==> config.mk <==
export PLATFORM = sky130hd
export DESIGN_NAME = pwlcr_ctrl
export DESIGN_NICKNAME = d
export VERILOG_FILES = /design/src/pwlcr_pkg.sv /design/src/pwlcr_ctrl.sv
export SDC_FILE = /design/constraint.sdc
export NUM_CORES = 1
export LEC_CHECK = 0
export ABC_AREA = 1
export BUFFER_PORTS_ARGS = -buffer_cell sky130_fd_sc_hd__buf_2
export CORE_AREA = 2 2 39 41
export CTS_BUF_LIST = sky130_fd_sc_hd__clkbuf_16
export CTS_CLUSTER_SIZE = 30
export DETAILED_ROUTE_END_ITERATION = 7
export DIE_AREA = 0 0 41 43
export PLACE_DENSITY = 0.62
export SKIP_CTS_REPAIR_TIMING = 1
export SYNTH_ARGS = -nofsm -noshare
export SYNTH_HDL_FRONTEND = slang
export SYNTH_SLANG_ARGS = --single-unit
==> constraint.sdc <==
create_clock -name clk_i -period 1.3 [get_ports clk_i]
set_clock_uncertainty 0.1 [all_clocks]
set_input_delay 0.26 -clock clk_i [delete_from_list [all_inputs] [get_ports clk_i]]
set_output_delay 0.26 -clock clk_i [all_outputs]
set_load 0.01 [all_outputs]
==> src/pwlcr_pkg.sv <==
// Shared types and constants of the piecewise-linear colour ramp.
`default_nettype none

package pwlcr_pkg;

  localparam int MAX_POINTS_DEF = 32;
  localparam int LUT_SIZE_DEF   = 256;

  localparam int LEVEL_W    = 16;
  localparam int COUNT_W    = 6;
  localparam int SLOT_W     = 5;
  localparam int LUT_IDX_W  = 8;
  localparam int COLOUR_W   = 32;
  localparam int LANES      = 4;
  localparam int POINT_W    = LANES * LEVEL_W;
  localparam int DIV_STEPS  = 16;
  localparam int STEP_W     = $clog2(DIV_STEPS);

  localparam logic [COUNT_W-1:0] COUNT_RESET = 6'd2;

  localparam logic KIND_WRITE = 1'b0;
  localparam logic KIND_MAP   = 1'b1;

  typedef struct packed {
    logic wr_point;
    logic map_start;
    logic div_step;
    logic srch_start;
    logic srch;
    logic load0;
    logic load1;
    logic mul_step;
    logic fin;
    logic emit;
  } cmd_t;

  typedef struct packed {
    logic div_last;
    logic srch_stop;
    logic mul_last;
  } status_t;

endpackage

`default_nettype wire

==> src/pwlcr_ctrl.sv <==
// Controller state machine that sequences one request through the datapath.
`default_nettype none

module pwlcr_ctrl (
  input  wire logic              clk_i,
  input  wire logic              rst_ni,
  input  wire logic              start_i,
  input  wire logic              kind_i,
  input  wire pwlcr_pkg::status_t stat_i,
  output      pwlcr_pkg::cmd_t   cmd_o,
  output      logic              busy_o
);

  localparam logic [3:0] StIdle   = 4'd0;
  localparam logic [3:0] StSrch0  = 4'd2;
  localparam logic [3:0] StSrch   = 4'd3;
  localparam logic [3:0] StLoad0  = 4'd4;
  localparam logic [3:0] StLoad1  = 4'd5;
  localparam logic [3:0] StMul    = 4'd6;
  localparam logic [3:0] StDiv    = 4'd7;
  localparam logic [3:0] StFin    = 4'd8;
  localparam logic [3:0] StEmit   = 4'd9;

  logic [3:0] state_q, state_d;
  logic       accept;

  assign accept = start_i && (state_q == StIdle);

  always_comb begin
    state_d = state_q;
    cmd_o   = '0;
    unique case (state_q)
      StIdle: begin
        cmd_o.wr_point  = accept && (kind_i == pwlcr_pkg::KIND_WRITE);
        cmd_o.map_start = accept && (kind_i == pwlcr_pkg::KIND_MAP);
        if (accept && (kind_i == pwlcr_pkg::KIND_MAP)) begin
          state_d = StSrch0;
        end
      end
      StSrch0: begin
        cmd_o.srch_start = 1'b1;
        state_d          = StSrch;
      end
      StSrch: begin
        cmd_o.srch = 1'b1;
        if (stat_i.srch_stop) begin
          state_d = StLoad0;
        end
      end
      StLoad0: begin
        cmd_o.load0 = 1'b1;
        state_d     = StLoad1;
      end
      StLoad1: begin
        cmd_o.load1 = 1'b1;
        state_d     = StMul;
      end
      StMul: begin
        cmd_o.mul_step = 1'b1;
        if (stat_i.mul_last) begin
          state_d = StDiv;
        end
      end
      StDiv: begin
        cmd_o.div_step = 1'b1;
        if (stat_i.div_last) begin
          state_d = StFin;
        end
      end
      StFin: begin
        cmd_o.fin = 1'b1;
        state_d   = StEmit;
      end
      StEmit: begin
        cmd_o.emit = 1'b1;
        state_d    = StIdle;
      end
      default: begin
        state_d = StIdle;
      end
    endcase
  end

  always_ff @(posedge clk_i or negedge rst_ni) begin
    if (!rst_ni) begin
      state_q <= StIdle;
    end else begin
      state_q <= state_d;
    end
  end

  assign busy_o = (state_q != StIdle);

endmodule

`default_nettype wire

### After elaboration in Yosys (flattened, before gate mapping)

Index checks and enable logic that the tools add are counted.

| cells by class | value |
|---|---|
| add/subtract/negate cells | 0 |
| multipliers | 0 |
| divide/modulo/power cells | 0 |
| magnitude comparators | 0 |
| eq/ne operators | 12 |
| shifts and indexed selects | 0 |
| muxes and demuxes | 14 |
| bitwise logic cells | 1 |
| reduce and logical (&&, ||, !) cells | 6 |

Operators with widths:

| operator | count |
|---|---|
| $pmux W4 S8 | 1 |
| $eq A4 B3 Y1 const B | 4 |
| $mux W4 | 4 |
| $eq A4 B2 Y1 const B | 2 |
| $eq A4 B4 Y1 const B | 2 |
| $mux W1 | 8 |
| $ne A2 B2 Y1 const B | 3 |
| $logic_not A4 Y1 | 1 |
| $reduce_and A4 Y1 | 1 |
| $reduce_bool A4 Y1 | 1 |
| $logic_and A1 B1 Y1 | 3 |
| $mux W2 | 1 |
| $ne A2 B1 Y1 const B | 1 |
| $not A1 Y1 | 1 |

| storage, ports and cells | value |
|---|---|
| register bits after elaboration | 4 |
| bits in latches | 0 |
| RAM bits | 0 |
| bits in read-only memories | 0 |
| output and inout port bits | 11 |
| logic and storage cells | 34 |
| memories kept | 0 |

### Logic depth before layout (Yosys ltp)

Gate-level depths: netlist of run 1.

| depth | value |
|---|---|
| depth in word-level cells | 5 |
| depth in mapped cells | 8 |

### Worst setup path after synthesis of run 1

No wires, ideal clock.

| path | value |
|---|---|
| path type | flip-flop to output port |
| start point | register state_q[3] |
| end point | output cmd_o[8] (netlist name) |
| arrival | 988 ps |
| data required time | 940 ps |
| path slack | -48 ps |
| stages on the path, launching flop included | 6 |
| cell sequence | dfrtp_1 nor2_2 inv_2 nor2_4 nand2_1 nor2_1 |

RTL lines:

| item | RTL line | RTL |
|---|---|---|
| from (decl) | pwlcr_ctrl.sv:24 | `logic [3:0] state_q, state_d;` |
| from (signal assigned) | pwlcr_ctrl.sv:86 | `state_q <= StIdle;` |
| from (signal assigned) | pwlcr_ctrl.sv:88 | `state_q <= state_d;` |
| to (decl) | pwlcr_ctrl.sv:10 | `output pwlcr_pkg::cmd_t cmd_o,` |

==> run summary, run 1 <==
For the number of warnings reported in the yosys synthesis log, the log shows 0. The area growth from synthesis to final layout is 118.8%. Of the synthesized area, sequential elements account for 26.40%. Counting tap cells, the placed design contains a total of 104 instances. The number of design rule violations left after detail routing was 0. TritonCTS built the clock tree. The detail route stage leaves a number of antenna-violating nets equal to 0. For this design the static power due to leakage is 0.4518 nW.

The run gives 1.23 ns as the arrival time of the worst setup path. After synthesis the cells add up to 379.1 um^2. After legalization and detailed placement, the total HPWL measured 807 um. The tools report the deepest level of the CTS H-tree as 1. The final worst slack was -0.2913 ns; the routed via count divided by cell count was 4.398.

The routed design has 1279 um of wire. Setup repair after global routing could not meet its margin everywhere. For the initial antenna violation count, the log shows 0.

The transition at the pin with the smallest max-transition slack is 0.3253 ns. The run gives 0.6284 GHz as the maximum clock rate. Via count of the first global-routing pass: 431.

Headroom to the max-slew limit came out at 78.31%. The tools report the total number of nets in the final design as 106. For the worst setup path, the data required time is 0.94 ns.

Across all layers, the routed design uses 497 vias. In this run the clock root is driven by a clkbuf_16. Measured in cells, the most critical reg-to-reg path has a length of 10. The critical path is of the flip-flop to output port type. Register bit count reported by yosys: 4. The total of fill cells in the finished design is 126, and the power per standard cell area is 2623 mW/mm^2.

The run gives 3 as the number of buffers inserted during clock tree synthesis. The clock latency at the later pin of the worst-skew pair came out at 0.22 ns. The minimum period implied by the final worst setup slack was 1.591 ns; the final-layout setup total negative slack was -3.330 ns. The total non-filler cell area in the finished layout was 829.5 um^2; the global-route total usage across every layer was 14.63%. The final reports fail on negative setup slack. For this design the top-level I/O count stands at 18. The number of cells in the finished layout apart from fillers is 113. In the final layout, the registers with the most flip-flops are state_q: 4 flops.

The run finished, with violations left. Instance area at placement: 586.8 um^2. The tools report the count of maximum capacitance violations as 0.

The wire length of the first global-routing pass is 1662 um. The floorplan step defined a core boundary enclosing 0.001384 mm^2. Summing internal, switching and leakage power gives 2.176 mW. The max-slew violation count was 0. The number of nets produced by synthesis was 65; the maximum number of pins on one net before global-route repair was 6.

The die is 43 um tall. Clock-pin slew was measured on the worst setup and hold paths at 0.03 ns. The tools report the total setup violations reported at the end of the flow as 15.

The CTS sink count was 4; the total die area was 0.001763 mm^2. The worst setup path is captured at an output port. The worst path uses 122.4% of the clock period.

The placer congestion estimate is 0.7812. The worst setup path is launched from a flip-flop. Measured along the x axis, the die boundary spans 41 um.

The length of the first detailed-routing pass in iterations is 4. The tools report the count of inserted antenna diode cells as 0. For this configuration, the core starts out at a cell density of 27.40%.

The count of standard-cell rows is 14, and the distinct cell type count after synthesis is 15. The maximum fanout along the worst path works out to 5. The synthesized netlist cell count came out at 58.

The count of routing violations after the opening detailed-route iteration was 6. The largest buffer count on any clock path is 2, and the flip-flop count of the largest register, all copies and words added is 4. Port buffering added 17 buffers. The final routed wire length divided by cell count is 11.32 um. VDD sags by at most 1.726 mV. The register name with the most flops was state_q. The proportion of layout cells with a drive suffix above 1 is 71.13%. Hold violation count in the final report: 0.

The tightest min-delay check is of the input pin to async pin type. A synthesized cell averages 6.536 um^2. After global routing the overflow that remains totals 0.
layout make-up:
type | count | area [um^2] | share of cell area, %
Sequential cell | 4 | 101.3 | 12.22
Timing Repair Buffer | 36 | 265.3 | 31.98
Clock buffer | 3 | 75.07 | 9.050
Inverter | 15 | 56.30 | 6.787
Multi-Input combinational cell | 39 | 311.5 | 37.56
Tap cell | 16 | 20.02 | 2.413
cell usage after synthesis:
cell type | count | area share, %
nor2_4 | 4 | 12
nand2_4 | 1 | 3.0
inv_2 | 5 | 5.0
o21ai_0 | 3 | 4.0
nor4_1 | 1 | 1.7
nor2_1 | 6 | 5.9
nand3_1 | 6 | 7.9
nand2_2 | 4 | 6.6
dfrtp_1 | 4 | 26
o21ai_2 | 1 | 2.3
nor3_1 | 3 | 4.0
nor2_2 | 2 | 3.3
nand2_1 | 7 | 6.9
inv_1 | 10 | 9.9
a21oi_1 | 1 | 1.3
path summary, 6_finish.rpt:
| check | startpoint | end | slack (ns) |
|---|---|---|---|
| worst min register to register | state_q[2] | state_q[2] | 0.58 |
| max in group asynchronous | rst_ni | state_q[2] | 0.69 |
| worst max-delay path | state_q[2] | cmd_o[8] | -0.29 |
| worst max register to register | state_q[3] | state_q[2] | -0.24 |
| worst min-delay path | rst_ni | state_q[1] | 0.27 |
| min in group clk_i | stat_i[0] | state_q[1] | 0.30 |
metal layers:
layer | global-route usage [%] | routed length [um] | vias up
li1 | - | - | 253
met5 | 0 | 0 | -
met2 | 20.31 | 742 | 11
met1 | 18.30 | 487 | 231
met3 | 3.141 | 36 | 2
met4 | 12.00 | 12 | 0
critical path, cell delays in order, from the launching register on:
cell,delay (ns)
dfrtp_2,0.44
nor2_4,0.13
inv_2,0.06
nor2_4,0.11
nand2_2,0.08
nor2_2,0.07
buf_2,0.13
power by group:
| part | internal (mW) | switching [mW] | total, mW |
|---|---|---|---|
| combinational | 0.680 | 0.771 | 1.45 |
| sequential | 0.184 | 0.0635 | 0.248 |
| clock | 0.393 | 0.0848 | 0.478 |
| total | 1.26 | 0.919 | 2.18 |
cell usage in the layout (no fill, tap or decap), drive strengths merged:
cell / n
nor2: 12
buf: 35
o21ai: 4
nor3: 3
nand2: 12
a21oi: 1
nor4: 1
inv: 15
dfrtp: 4
nand3: 6
clkbuf: 3
dlygate4sd3: 1
through the flow:
stage	worst slack [ns]	util [%]	hold slack, ns
after floorplan	-0.03128	-	-0.1356
after global placement	-0.1042	42.41	-0.03097
after detailed placement	-0.1089	42.41	-0.03016
after CTS	-0.3509	47.83	-0.2641
after global routing	-0.3523	59.95	0.2827
final	-0.2913	59.95	0.2727
cell families (layout without fill, tap and decap cells):
group,after synthesis,after routing,share of synthesized area [%]
AND/OR/NAND/NOR,34,34,51.15
flip-flops,4,4,26.40
buffers and inverters,15,54,14.85
AO/OA/AOI/OAI,5,5,7.589
Power figures use the tool's default switching activity.
==> run 2, diff against run 1 <==
- CELL_PAD_IN_SITES_DETAIL_PLACEMENT: unset -> 1
- CELL_PAD_IN_SITES_GLOBAL_PLACEMENT: unset -> 1
- CORE_AREA: 2 2 39 41 -> unset
- CORE_UTILIZATION: unset -> 25
- DIE_AREA: 0 0 41 43 -> unset
- PLACE_DENSITY: 0.62 -> 0.76
- SLEW_MARGIN: unset -> 20
==> run 2 against run 1 <==
Effect of this change:
- largest power group unchanged
- die area shrank 4.9%
- worst hold slack worse by 0.0012 ns
- global-route usage increased by 3.8 points
- critical path type unchanged
- the run still ends with negative setup slack left
- sequential share of layout area rose by 1.2 points
==> run summary, run 2 (synthesized netlist as in run 1, its figures left out) <==
TritonCTS built the clock tree. The final worst slack was -0.3024 ns. The routed layout has 509 vias.

The clock latency at the later pin of the worst-skew pair was 0.23 ns. The tools report the clock tree root driver cell as clkbuf_16. The wire length of the first global-routing pass is 1918 um. The count of buffer and inverter cells on the critical path was 2. The worst hold margin is 0.2715 ns, and the area growth from synthesis to final layout is 97.03%.

Setup violations remaining at the end of the flow were counted as 15. The chip width came out at 40.94 um. Data on the critical path is required at its endpoint by 0.94 ns. Using the TritonRoute via totals, the vias-per-cell ratio works out to 4.586.

Measured against its own limit, the worst slew margin works out to 76.83%. The max-slew violation count came out at 0. The run gives 0 as the count of inserted antenna diode cells. The initial antenna violation count is 0, and the maximum resistive drop on vdd is 1.856 mV.

The run finished, with violations left. The length of the first detailed-routing pass in iterations came out at 2. The count of routing violations after the opening detailed-route iteration is 2. The category of cells accounting for the largest share of critical-path delay was simple AND/OR/NAND/NOR gates. The run gives 1076 um as the half-perimeter wire length after placement.

Leakage power figure: 0.4239 nW. Sort of element at the end of the critical path: an output port. The tools report the count of maximum capacitance violations as 0. The critical path is of the flip-flop to output port type. Counting stages on the worst path, the most repeated cell is nor2_2. The routed design could run at a clock period as short as 1.602 ns. The logs give 1 for the deepest level of the CTS H-tree and -3.631 ns for the final-layout setup total negative slack. Startpoint type of the worst setup path: a flip-flop.

Across every metal layer, demand over resource in global routing totals 18.45%. The largest single stage delay on the critical path is 0.39 ns. After detailed routing, the average wire length per cell comes to 13.61 um. The placer congestion estimate is 0.7341. The remaining number of nets flagged by the antenna check after routing was 0. The run gives 0.6241 GHz as the maximum clock rate. For this design the ratio of total power to cell area is 2801 mW/mm^2. The run gives 6 as the maximum number of pins on one net before global-route repair. In this run the deepest clock path goes through 2 buffers. Once the floorplan was initialized, standard cells occupied 28.08% of the core.

The via count of the first global-routing pass is 466, and the height of the die is 40.94 um. The slowest stage of the critical path is the dfrtp_1 cell. The largest registers in the layout are state_q: 4 flops. Dividing the final minimum period by the clock period gives 123.3%. The flip-flop count of the largest register, all copies and words added works out to 4. The checks that failed: negative setup slack. 18 I/O pins were placed.

CTS sink count: 4. Setup repair after global routing could not meet its margin everywhere. The maximum fanout along the worst path works out to 3. The quantity of I/O buffers inserted on ports is 17.

The register name with the most flops is state_q. The logs give 1.24 ns for the arrival time of the worst setup path and 180 for the total of fill cells in the finished design. Summed over all layers, the routed wires come to 1511 um.

After the last flow step, the layout net total stands at 105. In the final layout, the share of cells above drive strength 1 is 67.71%. The final global-route overflow total was 0; the transition at the pin with the smallest max-transition slack was 0.3439 ns.

The hold violation count in the final report was 0. The min-delay analysis places its worst path in the category input pin to async pin. Number of buffers inserted during clock tree synthesis: 3. The die covers 0.001676 mm^2.

In this run the core area contains 13 standard-cell rows. Number of design rule violations left after detail routing: 0. The tools report the placeable core region as 0.001350 mm^2. The top cell types in the final layout, fill and taps aside, are 17 x buf_2, 17 x buf_4, 9 x inv_1.

Clock-pin slew was measured on the worst setup and hold paths at 0.03 ns. The signal on the critical path passes through nor2_2 > inv_2 > nor2_4 > nand2_2 > nor2_2 > buf_2. For this run, the share of the core covered by cells in the final layout is 55.33%.
-- run 2: changes by cell type in the layout (fill, tap and decap cells not counted), moves of 2 or more --
cell	delta
nand2_4	-2
nand2_2	+3
nor2_4	-2
buf_6	-8
buf_4	+5
buf_2	+2
-- run 2: report_power, final --
part           internal, mW  switching [mW]
logic                 0.613           0.763
registers             0.182          0.0464
clock network         0.394          0.0943
total                  1.19           0.904
-- run 2: worst paths after layout --
kind                       startpoint  slack (ns)          to  cells past startpoint
setup / recovery           state_q[2]       -0.30    cmd_o[9]                      6
hold / removal                 rst_ni        0.27  state_q[0]                      2
setup reg to reg           state_q[2]       -0.26  state_q[2]                     10
hold reg to reg            state_q[2]        0.70  state_q[3]                      4
max in group asynchronous      rst_ni        0.71  state_q[3]                      2
min in group clk_i          stat_i[0]        0.34  state_q[1]                      4
-- run 2: layout make-up --
cell class | count | area, um^2 | share of cell area (%)
flip-flops and latches | 4 | 100.1 | 13.40
repair buffers | 35 | 222.7 | 29.82
multi-input cells | 39 | 274.0 | 36.68
inverters | 15 | 56.30 | 7.538
clock buffers | 3 | 75.07 | 10.05
well taps | 15 | 18.77 | 2.513
-- run 2: stage by stage --
step | instance area [um^2] | total power [mW] | std cells | setup WS (ns)
6_report | 747.0 | 2.092 | 111 | -0.3024
5_1_grt | 747.0 | 2.215 | 111 | -0.3605
4_1_cts | 653.1 | 1.830 | 105 | -0.3451
3_5_place_dp | 578.1 | 1.325 | 102 | -0.1058
3_3_place_gp | 578.1 | 1.274 | 102 | -0.03575
2_1_floorplan | 384.1 | 0.8360 | 58 | -0.03128
-- run 2: layer usage --
metal | vias up | global-route usage, % | share of wire (%)
met1 | 242 | 18.03 | 44
li1 | 253 | - | -
met5 | - | 0 | 0
met3 | 2 | 3.261 | 2.1
met4 | 0 | 10.00 | 1.6
met2 | 12 | 35.55 | 53
==> run 3, diff against run 2 <==
- BUFFER_PORTS_ARGS: -buffer_cell sky130_fd_sc_hd__buf_2 -> unset
- CORE_AREA: unset -> 2 2 39 41
- CORE_UTILIZATION: 25 -> unset
- DIE_AREA: unset -> 0 0 41 43
- DONT_BUFFER_PORTS: unset -> 1
- MAX_ROUTING_LAYER: unset -> met4
- PLACE_DENSITY: 0.76 -> 0.64
- clock period: 1.3 -> 1.85 ns (I/O delays scaled with it)
==> run 3 against run 2 <==
Effect of this change:
- the run now ends clean
- clock power is 31% lower
- die area is 5.2% higher
- non-clock buffer count is 33 lower
- critical path type unchanged
- critical endpoint unchanged
==> run summary, run 3 (synthesized netlist as in run 1, its figures left out) <==
For this run the aggregate overflow at the end of global routing stands at 0. The largest registers in the layout are state_q: 4 flops. Classification of the worst-slack hold path: input pin to flip-flop. The clock tree root driver cell is clkbuf_16. Input and output buffers added on the ports amount to 0.

CTS saw 4 sinks. The analysis attributes to net switching a power of 466.5 uW. Setup slack on the critical path of the routed design comes to 0.06806 ns. The max-slew headroom at the worst pin was 68.37%.

The worst setup path is launched from a flip-flop. Setup repair after global routing could not meet its margin everywhere. No sink is reached through more buffers than the 2 on the longest clock path.

At the end of routability-driven placement, the weighted congestion stood at 0.7296. The via count was 363; the remaining number of nets flagged by the antenna check after routing was 0. After detailed routing, the number of remaining DRC violations is 0. The run gives 496.7 um^2 as the total non-filler cell area in the finished layout. The worst path uses 96.32% of the clock period. Walking the worst path, the cells encountered are inv_1 > nand2_2 > nor2_4 > nand2_1 > nor2_1. The worst setup path is captured at an output port. The first global-routing pass estimated 1600 um of wire. For the maximum resistive drop on vdd, the log shows 0.6966 mV. The register with the most flip-flops in the layout has 4 of them. The routed design could run at a clock period as short as 1.782 ns. The die is 43 um tall.

The region available for standard cell placement spans 0.001384 mm^2. Using the TritonRoute via totals, the vias-per-cell ratio works out to 4.595. Ranked by flip-flop count, first place goes to state_q. Compared with the post-synthesis result, the final layout area differs by 31.02%.

The initial antenna violation count is 0, and the proportion of layout cells with a drive suffix above 1 is 33.33%. Setup violations remaining at the end of the flow were counted as 0. The chip width is 41 um, and the maximum number of pins on one net before global-route repair is 7.

After the last flow step, the layout net total stands at 72. TritonCTS built the clock tree. Relative contribution of sequential cells to total power: 18.6%.

The placed instances occupy a cell area of 406.6 um^2. The run gives 0.3072 ns as the worst hold margin. The critical setup path kind was flip-flop to output port. For the detailed-route wire length, the log shows 1010 um. The flow ran to the end, and the final reports show no timing, DRC or antenna violations. Via count of the first global-routing pass: 390. Leaving out fill and tap cells, the most frequent cells in the layout are 10 x inv_1, 7 x nand2_1, 6 x nor2_1, 6 x nand3_1. Once detailed placement completed, the half-perimeter wirelength came to 838.9 um. The run gives 0.2694 ns as the minimum setup slack after placement. The hold violation count in the final report is 0.

The length of the first detailed-routing pass in iterations was 1; the relative contribution of combinational cells to total power was 48.5%. Clock tree synthesis inserted a total of 3 buffers. The transition at the pin with the smallest max-transition slack is 0.4709 ns, and the deepest level of the CTS H-tree is 1. The largest single stage delay on the critical path is 0.42 ns. The count of standard-cell rows was 14; the total power consumption of the routed design was 1.025 mW. Among all stages on the critical path, the largest delay is contributed by dfrtp_1.

The power per standard cell area was 2063 mW/mm^2. Leaving out fill and tap cells, the most frequent cell in the layout is inv_1. Max-cap violations in this run came to 0.

The internal power of the cells totals 558.3 uW. The logs give 0 for the count of routing violations after the opening detailed-route iteration and 18 for the total I/O pin count. The critical path required time was 1.38 ns. For the final core utilization, the log shows 35.90%.

The portion of total power attributed to the clock network was 32.9%; the total die area was 0.001763 mm^2. The final routed wire length divided by cell count was 12.78 um; the effective utilization at floorplan was 27.40%. The clock-pin slew on the worst setup and hold paths was 0.03 ns; the arrival time of the worst setup path was 1.31 ns. The clock reaches the later pin of the worst-skew pair after 0.23 ns.

The repair_antennas step left the layout with diodes totalling 0. The max-slew violation count was 0. The tools report the maximum clock rate as 0.5612 GHz.

The maximum fanout along the worst path came out at 5. Of the total power, the share spent switching nets is 45.52%. The analysis attributes to cell leakage a power of 0.2574 nW. Global routing used 15.31% of the available tracks across all layers.
==> run 3: layer usage <==
metal	vias to the layer above	GRT usage [%]	part of all wire, %
met5	-	-	0
met4	0	14.00	3.3
met3	4	3.141	6.5
met2	14	22.81	54
met1	157	15.69	36
li1	188	-	-
==> run 3: area by class of cell <==
class	instances	area, um^2
clock buffer	3	75.07
fill	181	887.1
inverter	15	56.30
multi-input combinational	39	227.7
sequential	4	100.1
tap	16	20.02
timing repair buffer	2	17.52
==> run 3: worst paths after layout <==
path	from	end	slack, ns	cells past startpoint
setup / recovery	state_q[0]	cmd_o[9]	0.07	5
hold / removal	stat_i[0]	state_q[1]	0.31	3
setup reg to reg	state_q[0]	state_q[3]	0.39	5
hold reg to reg	state_q[2]	state_q[2]	0.54	2
max in group asynchronous	rst_ni	state_q[2]	1.16	1
min in group asynchronous	rst_ni	state_q[1]	0.32	1
==> run 3: critical path: cells and delay by family (launching register included) <==
| family | cells | cell delay, ns |
|---|---|---|
| simple gates | 4 | 0.53 |
| buf+inv | 1 | 0.14 |
| flops | 1 | 0.42 |
==> run 3: stage by stage <==
stage / TNS, ns / instances
final: 0 / 79
after global routing: -0.05109 / 79
after floorplan: 0 / 58
after detailed placement: 0 / 75
after CTS: 0 / 78
after global placement: 0 / 75
==> run 3: power groups by stage <==
stage / Clock, mW / Combinational [mW] / Sequential, mW
global placement: 0 / 0.488 / 0.185
CTS: 0.346 / 0.502 / 0.186
detailed placement: 0 / 0.499 / 0.185
global route: 0.351 / 0.564 / 0.202
floorplan: 0 / 0.410 / 0.174
finish: 0.337 / 0.497 / 0.191
