===== src/pwlcr_pkg.sv =====
// Shared types and constants of the piecewise-linear colour ramp.
`default_nettype none

package pwlcr_pkg;

  localparam int MAX_POINTS_DEF = 32;
  localparam int LUT_SIZE_DEF   = 256;

  localparam int LEVEL_W    = 16;
  localparam int COUNT_W    = 6;
  localparam int SLOT_W     = 5;
  localparam int LUT_IDX_W  = 8;
  localparam int COLOUR_W   = 32;
  localparam int LANES      = 4;
  localparam int POINT_W    = LANES * LEVEL_W;
  localparam int DIV_STEPS  = 16;
  localparam int STEP_W     = $clog2(DIV_STEPS);

  localparam logic [COUNT_W-1:0] COUNT_RESET = 6'd2;

  localparam logic KIND_WRITE = 1'b0;
  localparam logic KIND_MAP   = 1'b1;

  typedef struct packed {
    logic wr_point;
    logic map_start;
    logic div_step;
    logic srch_start;
    logic srch;
    logic load0;
    logic load1;
    logic mul_step;
    logic fin;
    logic emit;
  } cmd_t;

  typedef struct packed {
    logic div_last;
    logic srch_stop;
    logic mul_last;
  } status_t;

endpackage

`default_nettype wire


===== src/pwlcr_ram.sv =====
// Generic single-write, single-read RAM with registered read data.
`default_nettype none

module pwlcr_ram #(
  parameter int WIDTH = 16,
  parameter int DEPTH = 32
) (
  input  wire logic                     clk_i,
  input  wire logic                     we_i,
  input  wire logic [$clog2(DEPTH)-1:0] waddr_i,
  input  wire logic [WIDTH-1:0]         wdata_i,
  input  wire logic [$clog2(DEPTH)-1:0] raddr_i,
  output      logic [WIDTH-1:0]         rdata_o
);

  logic [WIDTH-1:0] mem_q [DEPTH];
  logic [WIDTH-1:0] rdata_q;

  always_ff @(posedge clk_i) begin
    if (we_i) begin
      mem_q[waddr_i] <= wdata_i;
    end
    rdata_q <= mem_q[raddr_i];
  end

  assign rdata_o = rdata_q;

endmodule

`default_nettype wire


===== src/pwlcr_dpath.sv =====
// Datapath: point stores, segment search, multiplier, divider lanes and rounding.
`default_nettype none

module pwlcr_dpath #(
  parameter int MAX_POINTS = pwlcr_pkg::MAX_POINTS_DEF,
  parameter int LUT_SIZE   = pwlcr_pkg::LUT_SIZE_DEF
) (
  input  wire logic                                clk_i,
  input  wire logic                                rst_ni,
  input  wire pwlcr_pkg::cmd_t                     cmd_i,
  output      pwlcr_pkg::status_t                  stat_o,
  input  wire logic                                cfg_we_i,
  input  wire logic [pwlcr_pkg::COUNT_W-1:0]       cfg_wdata_i,
  input  wire logic [pwlcr_pkg::SLOT_W-1:0]        point_slot_i,
  input  wire logic [pwlcr_pkg::LEVEL_W-1:0]       point_position_i,
  input  wire logic [pwlcr_pkg::LEVEL_W-1:0]       red_level_i,
  input  wire logic [pwlcr_pkg::LEVEL_W-1:0]       green_level_i,
  input  wire logic [pwlcr_pkg::LEVEL_W-1:0]       blue_level_i,
  input  wire logic [pwlcr_pkg::LEVEL_W-1:0]       alpha_level_i,
  input  wire logic [pwlcr_pkg::LUT_IDX_W-1:0]     lut_index_i,
  output      logic                                result_strobe_o,
  output      logic [pwlcr_pkg::COLOUR_W-1:0]      packed_colour_o
);

  localparam int AW         = $clog2(MAX_POINTS);
  localparam int LANES      = pwlcr_pkg::LANES;
  localparam int LW         = pwlcr_pkg::LEVEL_W;
  localparam int LutEntries = 2 ** pwlcr_pkg::LUT_IDX_W;
  localparam int IdxMax     = (LUT_SIZE - 1 < LutEntries - 1) ? LUT_SIZE - 1 : LutEntries - 1;
  localparam logic [8:0]    MaxPts9   = 9'(MAX_POINTS);
  localparam logic [pwlcr_pkg::STEP_W-1:0] LastStep =
    pwlcr_pkg::STEP_W'(pwlcr_pkg::DIV_STEPS - 1);
  localparam logic [2:0]    LastCh    = 3'(LANES);

  function automatic logic [7:0] level_to_byte(input logic [LW-1:0] v);
    logic [23:0] x;
    logic [16:0] t;
    x = {v, 8'b0} - {8'b0, v} + 24'd32767;
    t = {1'b0, x[15:0]} + {9'b0, x[23:16]};
    return (t >= 17'd65535) ? (x[23:16] + 8'd1) : x[23:16];
  endfunction

  // Configuration and stores.
  logic [pwlcr_pkg::COUNT_W-1:0] count_q;
  logic                          slot_ok;
  logic                          ram_we;
  logic [AW-1:0]                 waddr;
  logic [AW-1:0]                 paddr, caddr;
  logic [LW-1:0]                 prdata;
  logic [pwlcr_pkg::POINT_W-1:0] crdata;

  assign slot_ok = ({4'b0, point_slot_i} < MaxPts9);
  assign ram_we  = cmd_i.wr_point && slot_ok;
  assign waddr   = AW'(point_slot_i);

  pwlcr_ram #(.WIDTH(LW), .DEPTH(MAX_POINTS)) u_pos_ram (
    .clk_i   (clk_i),
    .we_i    (ram_we),
    .waddr_i (waddr),
    .wdata_i (point_position_i),
    .raddr_i (paddr),
    .rdata_o (prdata)
  );

  pwlcr_ram #(.WIDTH(pwlcr_pkg::POINT_W), .DEPTH(MAX_POINTS)) u_col_ram (
    .clk_i   (clk_i),
    .we_i    (ram_we),
    .waddr_i (waddr),
    .wdata_i ({alpha_level_i, blue_level_i, green_level_i, red_level_i}),
    .raddr_i (caddr),
    .rdata_o (crdata)
  );

  // Position of every LUT index, indexes past the end held at the last entry.
  logic [LW-1:0] pos_lut [LutEntries];

  for (genvar i = 0; i < LutEntries; i++) begin : g_pos
    localparam int Ic = (i > IdxMax) ? IdxMax : i;
    assign pos_lut[i] = LW'((Ic * 65535) / (LUT_SIZE - 1));
  end

  // Segment search.
  logic [8:0]    cnt9, n9;
  logic [AW-1:0] nm1;
  logic [AW-1:0] k_q;
  logic          cont;
  logic [LW-1:0] pos_q, p0_q, p1_q;

  assign cnt9 = {3'b0, count_q};
  assign n9   = (cnt9 < 9'd2) ? 9'd2 : ((cnt9 > MaxPts9) ? MaxPts9 : cnt9);
  assign nm1  = AW'(n9 - 9'd1);
  assign cont = (k_q < nm1) && (pos_q > prdata);

  always_comb begin
    paddr = '0;
    caddr = '0;
    if (cmd_i.srch_start) begin
      paddr = AW'(1);
    end else if (cmd_i.srch) begin
      paddr = cont ? (k_q + AW'(1)) : (k_q - AW'(1));
      caddr = k_q;
    end else if (cmd_i.load0) begin
      caddr = k_q - AW'(1);
    end
  end

  // Segment operands.
  logic [pwlcr_pkg::POINT_W-1:0] c0_q, c1_q;
  logic [LW:0]                   span_q;
  logic [LW-1:0]                 den_q;
  logic [LW-1:0]                 dmag_q;
  logic                          dneg_q;
  logic [LW:0]                   dpos;

  assign dpos = {1'b0, pos_q} - {1'b0, p0_q};

  // Shared multiplier, one channel a cycle.
  logic [2:0]    ch_q;
  logic [1:0]    mul_ch;
  logic [LW-1:0] mc0, mc1;
  logic [LW:0]   dc;
  logic [LW-1:0] dcmag;
  logic [31:0]   prod_q;
  logic          prod_neg_q;
  logic [1:0]    prod_ch_q;
  logic          prod_vld_q;
  logic          ovf;

  assign mul_ch = ch_q[1:0];
  assign mc0    = c0_q[16*mul_ch +: 16];
  assign mc1    = c1_q[16*mul_ch +: 16];
  assign dc     = {1'b0, mc1} - {1'b0, mc0};
  assign dcmag  = dc[LW] ? LW'(-dc) : dc[LW-1:0];
  assign ovf    = (prod_q[31:16] >= den_q);

  // Divider lanes.
  logic [LW-1:0]               rem_q  [LANES];
  logic [LW-1:0]               quo_q  [LANES];
  logic                        ovf_q  [LANES];
  logic                        neg_q  [LANES];
  logic [pwlcr_pkg::STEP_W-1:0] step_q;
  logic [LW:0]                 trial  [LANES];
  logic                        take   [LANES];
  logic [LW-1:0]               v_d    [LANES];
  logic [LW-1:0]               v_q    [LANES];
  logic                        span_pos;

  assign span_pos = !span_q[LW] && (span_q != '0);

  always_comb begin
    for (int l = 0; l < LANES; l++) begin
      logic [LW+1:0] vs;
      trial[l] = {rem_q[l], quo_q[l][LW-1]};
      take[l]  = (trial[l] >= {1'b0, den_q});
      vs = neg_q[l] ? ({2'b0, c0_q[16*l +: 16]} - {2'b0, quo_q[l]})
                    : ({2'b0, c0_q[16*l +: 16]} + {2'b0, quo_q[l]});
      if (!span_pos) begin
        v_d[l] = c0_q[16*l +: 16];
      end else if (ovf_q[l]) begin
        v_d[l] = neg_q[l] ? '0 : '1;
      end else if (vs[LW+1]) begin
        v_d[l] = '0;
      end else if (vs[LW]) begin
        v_d[l] = '1;
      end else begin
        v_d[l] = vs[LW-1:0];
      end
    end
  end

  assign stat_o.div_last  = (step_q == LastStep);
  assign stat_o.srch_stop = !cont;
  assign stat_o.mul_last  = (ch_q == LastCh);

  // Control registers.
  logic                          strobe_q;
  logic [pwlcr_pkg::COLOUR_W-1:0] colour_q;

  always_ff @(posedge clk_i or negedge rst_ni) begin
    if (!rst_ni) begin
      count_q    <= pwlcr_pkg::COUNT_RESET;
      k_q        <= '0;
      step_q     <= '0;
      ch_q       <= '0;
      prod_vld_q <= 1'b0;
      strobe_q   <= 1'b0;
    end else begin
      if (cfg_we_i) begin
        count_q <= cfg_wdata_i;
      end
      if (cmd_i.srch_start) begin
        k_q <= AW'(1);
      end else if (cmd_i.srch && cont) begin
        k_q <= k_q + AW'(1);
      end
      if (cmd_i.load1) begin
        step_q <= '0;
      end else if (cmd_i.div_step) begin
        step_q <= step_q + pwlcr_pkg::STEP_W'(1);
      end
      if (cmd_i.load1) begin
        ch_q <= '0;
      end else if (cmd_i.mul_step) begin
        ch_q <= ch_q + 3'd1;
      end
      prod_vld_q <= cmd_i.mul_step && (ch_q != LastCh);
      strobe_q   <= cmd_i.emit;
    end
  end

  // Payload registers.
  always_ff @(posedge clk_i) begin
    if (cmd_i.load1) begin
      den_q <= span_q[LW-1:0];
    end
    if (cmd_i.map_start) begin
      pos_q <= pos_lut[lut_index_i];
    end
    if (cmd_i.srch && !cont) begin
      p1_q <= prdata;
    end
    if (cmd_i.load0) begin
      p0_q <= prdata;
      c1_q <= crdata;
      span_q <= {1'b0, p1_q} - {1'b0, prdata};
    end
    if (cmd_i.load1) begin
      c0_q   <= crdata;
      dneg_q <= dpos[LW];
      dmag_q <= dpos[LW] ? LW'(-dpos) : dpos[LW-1:0];
      span_q <= {1'b0, p1_q} - {1'b0, p0_q};
    end
    if (cmd_i.mul_step && (ch_q != LastCh)) begin
      prod_q     <= {16'b0, dcmag} * {16'b0, dmag_q};
      prod_neg_q <= dc[LW] ^ dneg_q;
      prod_ch_q  <= mul_ch;
    end
    for (int l = 0; l < LANES; l++) begin
      if (prod_vld_q && (prod_ch_q == 2'(l))) begin
        rem_q[l] <= prod_q[31:16];
        quo_q[l] <= prod_q[15:0];
        ovf_q[l] <= ovf;
        neg_q[l] <= prod_neg_q;
      end else if (cmd_i.div_step) begin
        rem_q[l] <= take[l] ? LW'(trial[l] - {1'b0, den_q}) : trial[l][LW-1:0];
        quo_q[l] <= {quo_q[l][LW-2:0], take[l]};
      end
      if (cmd_i.fin) begin
        v_q[l] <= v_d[l];
      end
    end
    if (cmd_i.emit) begin
      colour_q <= {level_to_byte(v_q[3]), level_to_byte(v_q[2]),
                   level_to_byte(v_q[1]), level_to_byte(v_q[0])};
    end
  end

  assign result_strobe_o = strobe_q;
  assign packed_colour_o = colour_q;

endmodule

`default_nettype wire


===== config.mk =====
export PLATFORM = sky130hd
export DESIGN_NAME = pwlcr_dpath
export DESIGN_NICKNAME = d
export VERILOG_FILES = /design/src/pwlcr_pkg.sv /design/src/pwlcr_ram.sv /design/src/pwlcr_dpath.sv
export SDC_FILE = /design/constraint.sdc
export NUM_CORES = 2
export LEC_CHECK = 0
export ABC_CLOCK_PERIOD_IN_PS = 26800
export BUFFER_PORTS_ARGS = -buffer_cell sky130_fd_sc_hd__buf_2
export CORE_MARGIN = 3
export CORE_UTILIZATION = 30
export CTS_CLUSTER_DIAMETER = 150
export DETAILED_ROUTE_END_ITERATION = 8
export PLACE_DENSITY = 0.5
export SYNTH_ARGS = -nofsm -noshare
export SYNTH_HDL_FRONTEND = slang
export SYNTH_HIERARCHICAL = 1
export SYNTH_SLANG_ARGS = --single-unit

===== constraint.sdc =====
create_clock -name clk_i -period 26.8 [get_ports clk_i]
set_clock_uncertainty 0.15 [all_clocks]
set_input_delay 1.34 -clock clk_i [delete_from_list [all_inputs] [get_ports clk_i]]
set_output_delay 1.34 -clock clk_i [all_outputs]
set_load 0.02 [all_outputs]

# [Word-level counts from Yosys, hierarchy flattened]
# Memory sizes are Yosys's and may differ from the RTL's. A register that Yosys moved wholly into a read port is not among the register bits.
# Cells that the tools add are included.
[op_classes] addsub=39 mul=1 div=0 n_lt_le_gt_ge=13 eq_ne=6 n_shift=2 mux=97 n_bitwise=10 reduce_logical=23
[op_table] op="16-bit 2-to-1 mux" count=34
[op_table] op="16-bit by 16-bit subtractor with 17-bit output" count=8
[op_table] op="64-bit by 7-bit indexed part select with 16-bit output" count=2
[op_table] op="24-bit by 15-bit adder with 24-bit output, second input constant" count=4
[op_table] op="24-bit by 16-bit subtractor with 24-bit output" count=4
[op_table] op="18-bit 2-to-1 mux" count=4
[op_table] op="16-bit by 16-bit adder with 17-bit output" count=4
[op_table] op="16-bit by 8-bit adder with 17-bit output" count=4
[op_table] op="17-bit by 16-bit greater-or-equal comparator with 1-bit output" count=4
[op_table] op="17-bit by 16-bit greater-or-equal comparator with 1-bit output, second input constant" count=4
[op_table] op="16-bit subtractor" count=4
[op_table] op="5-bit 2-to-1 mux" count=10
[op_table] op="17-bit 2-to-1 mux" count=2
[op_table] op="1-bit 2-to-1 mux" count=33
[op_table] op="8-bit by 1-bit adder with 8-bit output, second input constant" count=4
[op_table] op="16-bit by 16-bit multiplier with 32-bit output" count=1
[op_table] op="8-bit 2-to-1 mux" count=4
[op_table] op="16-bit negation" count=2
[op_table] op="17-bit nonzero test" count=1
[op_table] op="16-bit greater-or-equal comparator" count=1
[op_table] op="16-bit greater-than comparator" count=1
[op_table] op="2-bit 2-to-1 mux" count=6
[op_table] op="5-bit by 1-bit subtractor with 5-bit output, second input constant" count=2
[op_table] op="1-bit logical AND" count=9
[op_table] op="20 further kinds" count=39
[word_totals] regBits=297 latchBits=0 mem_bits_rw=2760 romBits=4096 in_bits=112 output_inout_bits=36 elab_cells=217 memories=8
[mem_list] memory="(no name shown)" depth=256 width=16 read_ports=1 rd_clocked_by_memory_dff=1 write_ports=0 line_no="pwlcr_dpath.sv:217" text="pos_q <= pos_lut[lut_index_i];"
[mem_list] memory="u_col_ram.mem_q" depth=32 width=64 read_ports=1 rd_clocked_by_memory_dff=1 write_ports=1 line_no="pwlcr_ram.sv:16" text="logic [WIDTH-1:0] mem_q [DEPTH];"
[mem_list] memory="u_pos_ram.mem_q" depth=32 width=16 read_ports=1 rd_clocked_by_memory_dff=1 write_ports=1 line_no="pwlcr_ram.sv:16"
[mem_list] memory="quo_q" depth=4 width=16 read_ports=4 rd_clocked_by_memory_dff=0 write_ports=4 line_no="pwlcr_dpath.sv:138" text="logic [LW-1:0] quo_q [LANES];"
[mem_list] memory="rem_q" depth=4 width=16 read_ports=4 rd_clocked_by_memory_dff=0 write_ports=4 line_no="pwlcr_dpath.sv:137" text="logic [LW-1:0] rem_q [LANES];"
[mem_list] memory="v_q" depth=4 width=16 read_ports=4 rd_clocked_by_memory_dff=0 write_ports=4 line_no="pwlcr_dpath.sv:145" text="logic [LW-1:0] v_q [LANES];"
[mem_list] memory="+2 memories"

# [Longest topological paths before layout]
[logic_depth] ltp_word=9 mapped_depth=39 ltp_nobuf=37

# [Cells and area by module]
# The synthesis kept the hierarchy.
[by_module_without_submodules] mod="pwlcr_ram (u_col_ram)" n_inst=1 cells_per_inst=3097 area_each_um2=78964.5 seq_area_each_um2=62780.2
[by_module_without_submodules] mod="pwlcr_dpath" n_inst=1 cells_per_inst=4544 area_each_um2=44964.4 seq_area_each_um2=15065.7
[by_module_without_submodules] mod="pwlcr_ram (u_pos_ram)" n_inst=1 cells_per_inst=1143 area_each_um2=20535.9 seq_area_each_um2=15695.1

# [Least setup slack after synthesis]
# No wires, ideal clock.
[synth_path] path_type="register -> register" from="register ch_q[0]" to="register prod_q[31], data pin" t_arrival_ps=9293 required_time_ps=26390 setup_slack_ps=17097 stages_incl_launch_ff=35 path_buffers=3 cell_sequence="dfrtp_1 > clkbuf_1 > buf_1 > mux4_2 > fa_1 > a21o_1 > a21oi_2 > xnor2_1 > or3_1 > nor4b_4 > nor2_1 > xor2_1 > clkbuf_1 > nand2_1 > fa_1 > fa_1 > inv_1 > fa_1 > inv_1 > fa_1 > inv_1 > fa_1 > inv_1 > fa_1 > inv_1 > ha_1 > a21oi_1 > o21ai_0 > a211oi_2 > o211ai_1 > a31oi_1 > o21ai_1 > a41o_1 > a21oi_1 > xnor2_1"
[synth_via] elab_chain_len=5 elab_cells_between_ends=6
[synth_lines] element="start: declaration" line_no="pwlcr_dpath.sv:118" text="logic [2:0] ch_q;"
[synth_lines] element="start signal: assignment" line_no="pwlcr_dpath.sv:204" text="ch_q <= ch_q + 3'd1;"
[synth_lines] element="64-bit by 7-bit indexed part select with 16-bit output, on equally long branches" line_no="pwlcr_dpath.sv:131, pwlcr_dpath.sv:130"
[synth_lines] element="16-bit by 16-bit subtractor with 17-bit output *" line_no="pwlcr_dpath.sv:132" text="assign dc = {1'b0, mc1} - {1'b0, mc0};"
[synth_lines] element="16-bit negation" line_no="pwlcr_dpath.sv:133" text="assign dcmag = dc[LW] ? LW'(-dc) : dc[LW-1:0];"
[synth_lines] element="16-bit 2-to-1 mux *" line_no="pwlcr_dpath.sv:133"
[synth_lines] element="16-bit by 16-bit multiplier with 32-bit output *" line_no="pwlcr_dpath.sv:234" text="prod_q <= {16'b0, dcmag} * {16'b0, dmag_q};"
[synth_lines] element="end signal: assignment" line_no="pwlcr_dpath.sv:234"
[synth_lines] element="end: declaration" line_no="pwlcr_dpath.sv:123" text="logic [31:0] prod_q;"
# Mark *: on every way between the ends. The rest lies on a longest branch, timed or not.
# A chain may end at the register's enable or synchronous reset.

# [Final worst setup path]
# Ends and elaborated chain as after synthesis.

==> metrics.md <==
| Metric | Value |
|---|---|
| Status | `completed` |
| Number of instances in the synthesized netlist | `8,784` |
| Half-perimeter wire length after detailed placement | `259,000 um` |
| Core ar. | `479,000 um2` |
| Port Buf Inserts | `147` |
| Capture endpoint of the worst hold path | `c0_q[61]$_DFFE_PP_` |
| Post-synth cell types | `111` |
| Initial antenna violation count | `62` |
| Count of cells resized by post-cts repair | `0` |
| Required time reported for the critical path endpoint | `27,340 ps` |
| Launch point of the worst reg-to-reg path | `ch_q[0]$_DFFE_PN0P_` |
| Final estimated routing congestion in global placement | `0.835` |
| Cell area after technology mapping | `144,000 um2` |
| Origin of the worst min-delay path | `u_col_ram/rdata_o[61]$_DFF_P_` |
| Arrival time reported for the critical path endpoint | `11,070 ps` |
| R2R cell count | `34` |
| Type of element capturing the critical path | `register` |
| Slew at the pin closest to its max-slew limit | `1280 ps` |
| Asr flop ratio synth | `0.636%` |
| Level count of the clock H-tree | `5` |
| Final Max Tran Viols | `0` |
| Leading register cell type out of synthesis | `edfxtp_1` |
| Cell depth of the worst min-delay path | `0` |
| Ports | `148` |
| Vert. Die Dim | `700 um` |
| Worst Setup Path Type | `reg -> reg` |
| Number of nets still failing antenna checks after routing | `0` |
| Worst flop-to-flop path endpoint | `prod_q[31]$_DFFE_PP_` |
| Post-CTS setup buffers | `0` |
| Ratio of cells with drive above 1 in the final layout | `18.2%` |
| Count of hold-fix buffers inserted at cts | `0` |
| Count of state elements after synthesis | `3,145` |
| GRT Total Usage | `16.7%` |
| Clk sinks | `3,145` |
| Effective utilization at floorplan | `30.1%` |
| Wire length of the first global-routing pass | `599,000 um` |
| Most frequent CP cell | `fa_1` |
| Number of enable flip-flop cells after synthesis | `3,045` |
| Routed via count divided by cell count | `5.08` |
| Number of global-route vias before repair | `81.7k` |
| Remaining global-route overflow | `0` |
| Clk buf depth | `4` |
| Post-DP Area | `153,000 um2` |
| Placement Rows | `254` |
| Cell at the root of the clock tree | `clkbuf_16` |
| Syn Area/Cell | `16.4 um2` |
| Final Hold Vio Count | `0` |
| Post-route cell area | `165,000 um2` |
| Hold WC Path Type | `reg -> reg` |
| Reg-to-reg slack, setup | `16,270 ps` |
| RSZ-0062 raised after global routing | `false` |
| Final critical delay including setup and external delays | `10,530 ps` |
| Worst slew slack as a fraction of its limit | `14.4%` |
| Number of maximum-capacitance constraint violations | `0` |
| Clock slew at the register clock pins of the worst setup and hold paths | `60 ps` |
| Full die area | `490,000 um2` |
| Count of routing violations after the opening detailed-route iteration | `7,396` |
| Worst path top cell family by delay | `adder cells` |
| Count of TritonRoute iterations in the first routing pass | `6` |
| Number of inserted filler cells in the final layout | `45.6k` |
| Later-pin clock latency in the skew report | `950 ps` |
| Post-route clock period utilization | `39.3%` |
| Critical path buffers and inverters | `6` |
| Cell with the largest stage delay on the worst path | `xor2_2` |
| Delay contributed by the slowest stage of the critical path | `800 ps` |
| Width of the die | `700 um` |
| Clock tree from TritonCTS | `yes` |
| Biggest fanout along the worst timing path | `36` |
| Warning count from the yosys run | `6` |
| Vias | `80.2k` |
| Maximum frequency from static timing analysis | `95.0 MHz` |
| Sum Neg Setup Slack | `0 ps` |
| Endpoints failing setup | `0` |
| Maximum number of pins on one net before global-route repair | `122` |
| Total CTS buffers | `347` |
| Worst setup SP type | `register` |
| Synth-to-Final Area Change | `14.1%` |
| Total number of nets in the final design | `9,930` |
| Routed length per placed instance | `26.5 um` |
| Final routed wirelength across all metal layers | `419,000 um` |
| Residual DRC count | `0` |
| Syn Nets | `9,625` |
| Sequential cell area fraction in the yosys report | `64.8%` |
-- worst register-to-register path, delay by kind of cell, from the launching register on --
kind	cells	cell delay, ps
buffers and inverters	6	810
multiplexers	1	610
AND/OR/NAND/NOR	7	1370
XOR/XNOR	3	1050
AO/OA/AOI/OAI	8	1960
adder cells (fa/ha/maj)	9	4030
flip-flops	1	340
-- per-stage QoR --
stage               cells  worst slack [ps]  hold WS [ps]  util [%]
global placement    15100             16180           261      32.0
finish              15800             16270           282      34.4
CTS                 15800             16190           284      34.4
global route        15800             15650           296      34.4
floorplan            8784             17100           254         -
detailed placement  15100             16140           270      32.0
-- synthesized netlist by cell type, types with 38 or more instances --
cell type / instances / area, um2
fa_1: 217 / 4340
nor2b_1: 81 / 507
a22oi_1: 76 / 571
nand4_1: 47 / 294
o22ai_1: 41 / 257
xor2_1: 85 / 744
inv_1: 580 / 2180
a21o_1: 93 / 698
nand2b_1: 54 / 338
and2_1: 126 / 788
a211oi_1: 66 / 495
clkbuf_1: 176 / 661
xnor2_1: 206 / 1800
ha_1: 512 / 6410
buf_2: 101 / 505
o21ai_0: 266 / 1330
nor3_1: 89 / 445
a21oi_1: 237 / 1190
o21a_1: 38 / 285
a31oi_1: 45 / 282
mux2_2: 100 / 1130
edfxtp_1: 3045 / 91400
nor2_1: 360 / 1350
mux4_2: 634 / 14300
nand2_1: 428 / 1610
dfxtp_1: 80 / 1600
mux2i_1: 376 / 3760
nand3_1: 88 / 440
-- area by class of cell --
cell class	count	area, um2	share of cell area, %
diodes	26	65.1	0.0395
clock buffers	424	9160	5.56
clock inverters	211	2530	1.53
repair buffers	314	2060	1.25
flip-flops and latches	3145	93500	56.7
well taps	6400	8010	4.86
inverters	581	2180	1.32
multi-input cells	4700	47300	28.7
-- how the worst max path moves through the flow --
stage,from,endpoint,slack (ps),cells past startpoint
after floorplan,ch_q[0]$_DFFE_PN0P_,prod_q[31]$_DFFE_PP_,17100,34
after global placement,ch_q[0]$_DFFE_PN0P_,prod_q[31]$_DFFE_PP_,16180,35
after detailed placement,ch_q[0]$_DFFE_PN0P_,prod_q[31]$_DFFE_PP_,16140,34
after CTS,ch_q[0]$_DFFE_PN0P_,prod_q[31]$_DFFE_PP_,16190,35
after global routing,ch_q[0]$_DFFE_PN0P_,prod_q[31]$_DFFE_PP_,15650,35
final,ch_q[0]$_DFFE_PN0P_,prod_q[31]$_DFFE_PP_,16270,34
-- sequential cells by signal (all words and copies together) (netlist names), 64 cells and up --
register / cells
u_col_ram/mem_q: 2048
v_q: 64
u_col_ram/rdata_o: 64
c1_q: 64
rem_q: 64
c0_q: 64
u_pos_ram/mem_q: 512
quo_q: 64
-- routing by layer --
metal	wire [um]	share of wire (%)	track usage [%]
met4	10200	2.4	3.90
met5	138	0.033	0
met2	201000	48	27.9
met3	21400	5.1	2.10
met1	186000	44	23.3
-- layout by cell type, fill, tap and decap left out, types with 66 or more instances in the layout --
| cell type | count |
|---|---|
| nor2_1 | 302 |
| dfxtp_1 | 80 |
| nand2_1 | 425 |
| edfxtp_1 | 3045 |
| buf_4 | 163 |
| o21ai_0 | 263 |
| nand3_1 | 88 |
| a21oi_1 | 237 |
| buf_2 | 145 |
| a211oi_1 | 66 |
| a21o_1 | 92 |
| a22oi_1 | 76 |
| nor2b_1 | 78 |
| mux4_2 | 634 |
| xnor2_1 | 206 |
| mux2i_1 | 376 |
| mux2_2 | 100 |
| and2_1 | 125 |
| xor2_1 | 85 |
| nor3_1 | 89 |
| inv_1 | 580 |
| clkbuf_16 | 348 |
| fa_1 | 217 |
| ha_1 | 512 |
-- logic make-up (layout without fill, tap and decap cells) --
logic type,after synthesis,count (layout),share of synthesized area [%]
xor+xnor,293,293,1.79
simple gates,1403,1403,4.66
other cells,0,26,0
compound gates,1164,1164,5.31
flops,3145,3145,64.8
fa+ha+maj,730,730,7.45
buf+inv,939,1530,2.77
mux,1110,1110,13.3
Power is not shown: default switching activity piles up to over one toggle a cycle in this logic, so the estimate is an artifact.
